`src/design/tccs_pkg.sv`:
```
// ----------------------------------------------------------------------------
// tccs_pkg: shared types and constants for the text console
// Payload structs, action codes, datapath commands and status.
// ----------------------------------------------------------------------------
package tccs_pkg;

    // Character codes and reset attribute
    localparam logic [7:0] NEWLINE_CODE = 8'd10;
    localparam logic [7:0] RETURN_CODE  = 8'd13;
    localparam logic [7:0] BLANK_CODE   = 8'h20;
    localparam logic [7:0] RESET_ATTR   = 8'h07;

    // Request actions
    typedef enum logic [1:0] {
        ACT_WRITE = 2'd0,
        ACT_BACK  = 2'd1,
        ACT_CLEAR = 2'd2,
        ACT_READ  = 2'd3
    } action_t;

    // Input request payload
    typedef struct packed {
        logic [1:0] action;
        logic [7:0] char_code;
        logic [4:0] read_row;
        logic [6:0] read_col;
    } in_item_t;

    // Result payload
    typedef struct packed {
        logic [6:0] cursor_col;
        logic [4:0] cursor_row;
        logic       scrolled;
        logic [7:0] cell_char;
        logic [7:0] cell_attr;
    } out_item_t;

    // Datapath operations issued by the controller
    typedef enum logic [3:0] {
        OP_NONE      = 4'd0,
        OP_LOAD      = 4'd1,
        OP_PUT_CHAR  = 4'd2,
        OP_BACK      = 4'd3,
        OP_HOME      = 4'd4,
        OP_CELL_RD   = 4'd5,
        OP_CELL_CAP  = 4'd6,
        OP_SCR_RD    = 4'd7,
        OP_SCR_WR    = 4'd8,
        OP_FILL      = 4'd9,
        OP_INIT_FILL = 4'd10
    } dp_op_t;

    typedef struct packed {
        dp_op_t op;
        logic   res_load;
    } cmd_t;

    typedef struct packed {
        action_t action;
        logic    wrap;
        logic    sw_col_last;
        logic    sw_row_last;
        logic    sw_row_copy_last;
        logic    out_free;
    } stat_t;

endpackage

```
`src/design/tccs_ctrl.sv`:
```
// ----------------------------------------------------------------------------
// tccs_ctrl: sequencing state machine for the text console
// Takes requests, steps the datapath through each action and hands results on.
// ----------------------------------------------------------------------------
module tccs_ctrl
    import tccs_pkg::*;
(
    input  logic  aclk,
    input  logic  aresetn,
    input  logic  s_valid,
    output logic  s_ready,
    input  stat_t stat,
    output cmd_t  cmd
);

    typedef enum logic [7:0] {
        ST_INIT   = 8'b0000_0001,
        ST_IDLE   = 8'b0000_0010,
        ST_EXEC   = 8'b0000_0100,
        ST_RD_WT  = 8'b0000_1000,
        ST_SCR_RD = 8'b0001_0000,
        ST_SCR_WR = 8'b0010_0000,
        ST_FILL   = 8'b0100_0000,
        ST_FINISH = 8'b1000_0000
    } state_t;

    state_t state_reg, state_next;

    // Hold state, clear the screen store after reset
    always_ff @(posedge aclk) begin
        if (!aresetn) begin
            state_reg <= ST_INIT;
        end else begin
            state_reg <= state_next;
        end
    end

    // Next state and commands
    always_comb begin
        state_next   = state_reg;
        cmd.op       = OP_NONE;
        cmd.res_load = 1'b0;
        s_ready      = 1'b0;
        case (state_reg)
            ST_INIT: begin
                cmd.op = OP_INIT_FILL;
                if (stat.sw_col_last && stat.sw_row_last) begin
                    state_next = ST_IDLE;
                end
            end
            ST_IDLE: begin
                s_ready = 1'b1;
                if (s_valid) begin
                    cmd.op     = OP_LOAD;
                    state_next = ST_EXEC;
                end
            end
            ST_EXEC: begin
                case (stat.action)
                    ACT_WRITE: begin
                        cmd.op     = OP_PUT_CHAR;
                        state_next = stat.wrap ? ST_SCR_RD : ST_FINISH;
                    end
                    ACT_BACK: begin
                        cmd.op     = OP_BACK;
                        state_next = ST_FINISH;
                    end
                    ACT_CLEAR: begin
                        cmd.op     = OP_HOME;
                        state_next = ST_FILL;
                    end
                    default: begin
                        cmd.op     = OP_CELL_RD;
                        state_next = ST_RD_WT;
                    end
                endcase
            end
            ST_RD_WT: begin
                cmd.op     = OP_CELL_CAP;
                state_next = ST_FINISH;
            end
            ST_SCR_RD: begin
                cmd.op     = OP_SCR_RD;
                state_next = ST_SCR_WR;
            end
            ST_SCR_WR: begin
                cmd.op = OP_SCR_WR;
                if (stat.sw_col_last && stat.sw_row_copy_last) begin
                    state_next = ST_FILL;
                end else begin
                    state_next = ST_SCR_RD;
                end
            end
            ST_FILL: begin
                cmd.op = OP_FILL;
                if (stat.sw_col_last && stat.sw_row_last) begin
                    state_next = ST_FINISH;
                end
            end
            ST_FINISH: begin
                if (stat.out_free) begin
                    cmd.res_load = 1'b1;
                    state_next   = ST_IDLE;
                end
            end
            default: begin
                state_next = ST_IDLE;
            end
        endcase
    end

endmodule

```
`config.mk`:
```
export PLATFORM = sky130hd
export DESIGN_NAME = tccs_ctrl
export DESIGN_NICKNAME = d
export VERILOG_FILES = /design/src/design/tccs_pkg.sv /design/src/design/tccs_ctrl.sv
export SDC_FILE = /design/constraint.sdc
export NUM_CORES = 1
export LEC_CHECK = 0
export BUFFER_PORTS_ARGS = -buffer_cell sky130_fd_sc_hd__buf_2
export CAP_MARGIN = 0
export CELL_PAD_IN_SITES_DETAIL_PLACEMENT = 1
export CELL_PAD_IN_SITES_GLOBAL_PLACEMENT = 1
export CORE_MARGIN = 2
export CORE_UTILIZATION = 36
export DETAILED_ROUTE_END_ITERATION = 10
export GPL_TIMING_DRIVEN = 0
export PLACE_DENSITY = 0.84
export REMOVE_ABC_BUFFERS = 1
export SYNTH_ARGS = -nofsm -noshare
export SYNTH_HDL_FRONTEND = slang
export SYNTH_SLANG_ARGS = --single-unit
```
`constraint.sdc`:
```
create_clock -name aclk -period 1.9 [get_ports aclk]
set_input_delay 0.19 -clock aclk [delete_from_list [all_inputs] [get_ports aclk]]
set_output_delay 0.19 -clock aclk [all_outputs]
set_load 0.005 [all_outputs]
```
==> out/results.tsv <==
metric	value	unit
outcome	completed	
Tcrit/Tclk final	0.977	
number of global-route vias before repair	577	
layout overhead on the synthesized area	24.9	%
Finished Layout Cells	106	
antenna diode instance count	0	
Pwr Density	611	nW/um2
Clock Skew	0.00300	ns
Final ANT Viol Nets	0	
Worst path max stage delay	0.55	ns
H-tree levels	1	
Tot GR Track Use	0.189	
hold buffer count at CTS	0	
die area	2050	um2
CP endpoint kind	output pin	
wire per inst	16.8	um
Worst Hold Depth	2	
CTS Buf Count	3	
DRT met1 WL	865	um
arrival time at the worst endpoint	1.67	ns
final setup violation count	0	
Placement Rows	14	
layout cells sized above 1	0.378	
Vias/cell	6.09	
count of different cell masters after synthesis	38	
dpl cell area	682	um2
Core ar.	1560	um2
Period minus WS final	1.86	ns
final worst slack	0.0436	ns
f_max	0.539	GHz
Root Buffer	clkbuf_4	
DR top layer	met4	
R2R depth	5	
Synth top area share	0.261	
Sum Neg Setup Slack	0	ns
Max Slew Vio Count	0	
via count	646	
CTS Buffer Depth	2	
most frequent cells in the layout	15 x buf_2, 5 x nor2_1, 5 x nand2_1, 4 x inv_1, 4 x dfxtp_1	
Max transition margin	0.705	
Mean Syn Cell Area	8.28	um2
Warnings, synthesis	0	
Worst Hold Class	in2reg	
Mapped Area	613	um2
Detailed Routing Iterations Pass 1	3	
nets	102	
Setup Slack @ Placement	0.140	ns
crit path max fanout	7	
grt ovf	0	
cell area after layout	766	um2
dpl hpwl	1270	um
Clock transition at path regs	0.05	ns
Initial Util	0.393	
Hold Fails Final Rpt	0	
worst-margin pin slew	0.440	ns
Synth area leaders	dfxtp_1 26%, nand4b_1 4.3%, o41ai_1 4.3%	
I/O pin cnt	16	
Die X	45.3	um
highest-delay cell along the critical path	or4b_4	
Post-Place Cells	101	
leading cell type in the layout, fill and taps excluded	buf_2	
CTS tree	done	
Max IR drop VDD	0.384	mV
initial antenna violation count	0	
die height	45.3	um
CTS Sinks	8	
filler cell count	199	
startpoint types	flop	
DR iter-0 viols	1	
I/O Buffers	15	
drt total wl	1780	um
gpl congestion	0.813	
cell count after synthesis	74	
latest clock arrival within the worst-skew pair	0.25	ns
largest net degree at the start of global routing	12	
Power, Total	468	uW
max-cap viol count	0	
first-pass GRT wire length	2730	um
WP data required	1.71	ns
r2r setup slk	0.17	ns
DR WL met3	38	um
DR WL met2	865	um
max FFs per register	8	
Crit Path Category	reg2out	
Leakage Power	0.000333	uW
area leader, netlist	dfxtp_1	
Yosys reg bits	8	
drc violations	0	
Seq/Total Area, Yosys	0.261	
CP Cell Sequence	or4b_4 -> a2bb2o_4 -> a22oi_1 -> nand2_1 -> buf_2	
-- what timing repair did --
action / 4_1_cts / 5_1_grt
cloned: 0 / 0
endpoints found under the setup margin: 2 / 5
setup buffers: 1 / 1
gates resized for setup: 5 / 9
pin swaps: 1 / 2
hold endpoints to repair: 0 / 0
-- power by group --
group | total (uW) | switching (uW) | internal (uW)
Combinational | 143 | 70.4 | 72.2
Clock | 131 | 58.2 | 72.3
Sequential | 195 | 18.7 | 176
-- cells by family (layout without fill, tap and decap cells) --
group / after synthesis / after routing / share of synthesized area
buffers and inverters: 8 / 24 / 0.0673
DFF: 8 / 8 / 0.261
xor gates and xnor gates: 4 / 4 / 0.0572
and+or+nand+nor: 35 / 35 / 0.371
AOI/OAI and AO/OA: 19 / 19 / 0.243
-- final timing paths --
check                                            endpoint                      start
worst max-delay path                               cmd[1]  state_reg[0]$_SDFFE_PN1P_
worst min-delay path            state_reg[0]$_SDFFE_PN1P_                    aresetn
worst max register to register  state_reg[1]$_SDFFE_PN0P_  state_reg[0]$_SDFFE_PN1P_
worst min register to register  state_reg[0]$_SDFFE_PN1P_  state_reg[0]$_SDFFE_PN1P_
-- final cells by class --
type                    count  area [um2]  share of cell area
clock buffers               3        22.5              0.0294
well taps                  16        20.0              0.0261
multi-input cells          58         445               0.582
flip-flops and latches      8         173               0.225
repair buffers             17        90.1               0.118
inverters                   4        15.0              0.0196
-- metrics by stage --
| stage | util | hold slack, ns |
|---|---|---|
| after floorplan | - | 0.249 |
| after global placement | 0.437 | 0.436 |
| after detailed placement | 0.437 | 0.443 |
| after CTS | 0.462 | 0.167 |
| after global routing | 0.491 | 0.189 |
| final | 0.491 | 0.176 |
-- synthesized netlist by cell type, drive strengths merged --
master / number
dfxtp: 8
nor2: 6
nand2: 5
inv: 4
nor3: 4
buf: 3
nand3: 3
nand4b: 3
o21a: 3
o41ai: 3
a211oi: 2
nand4: 2
nor3b: 2
nor4: 2
o21ai: 2
or4: 2
or4b: 2
xnor2: 2
xor2: 2
a21boi: 1
a21o: 1
a21oi: 1
a22oi: 1
a2bb2o: 1
and3: 1
clkbuf: 1
nor2b: 1
o211ai: 1
o2bb2ai: 1
o31ai: 1
o32a: 1
or3: 1
or3b: 1
-- metal layers --
layer  global-route usage  up-vias
li1                     -      321
met1                0.265      313
met2                0.283       10
met3               0.0240        2
met4               0.0941        0
met5                    0        -
-- worst max-delay path, delay by kind of cell (launching register included) --
kind,cells,cell delay (ns)
buf+inv,1,0.11
compound gates,2,0.29
flops,1,0.37
simple gates,2,0.65
Note: power is estimated with default switching activity, not from simulation.
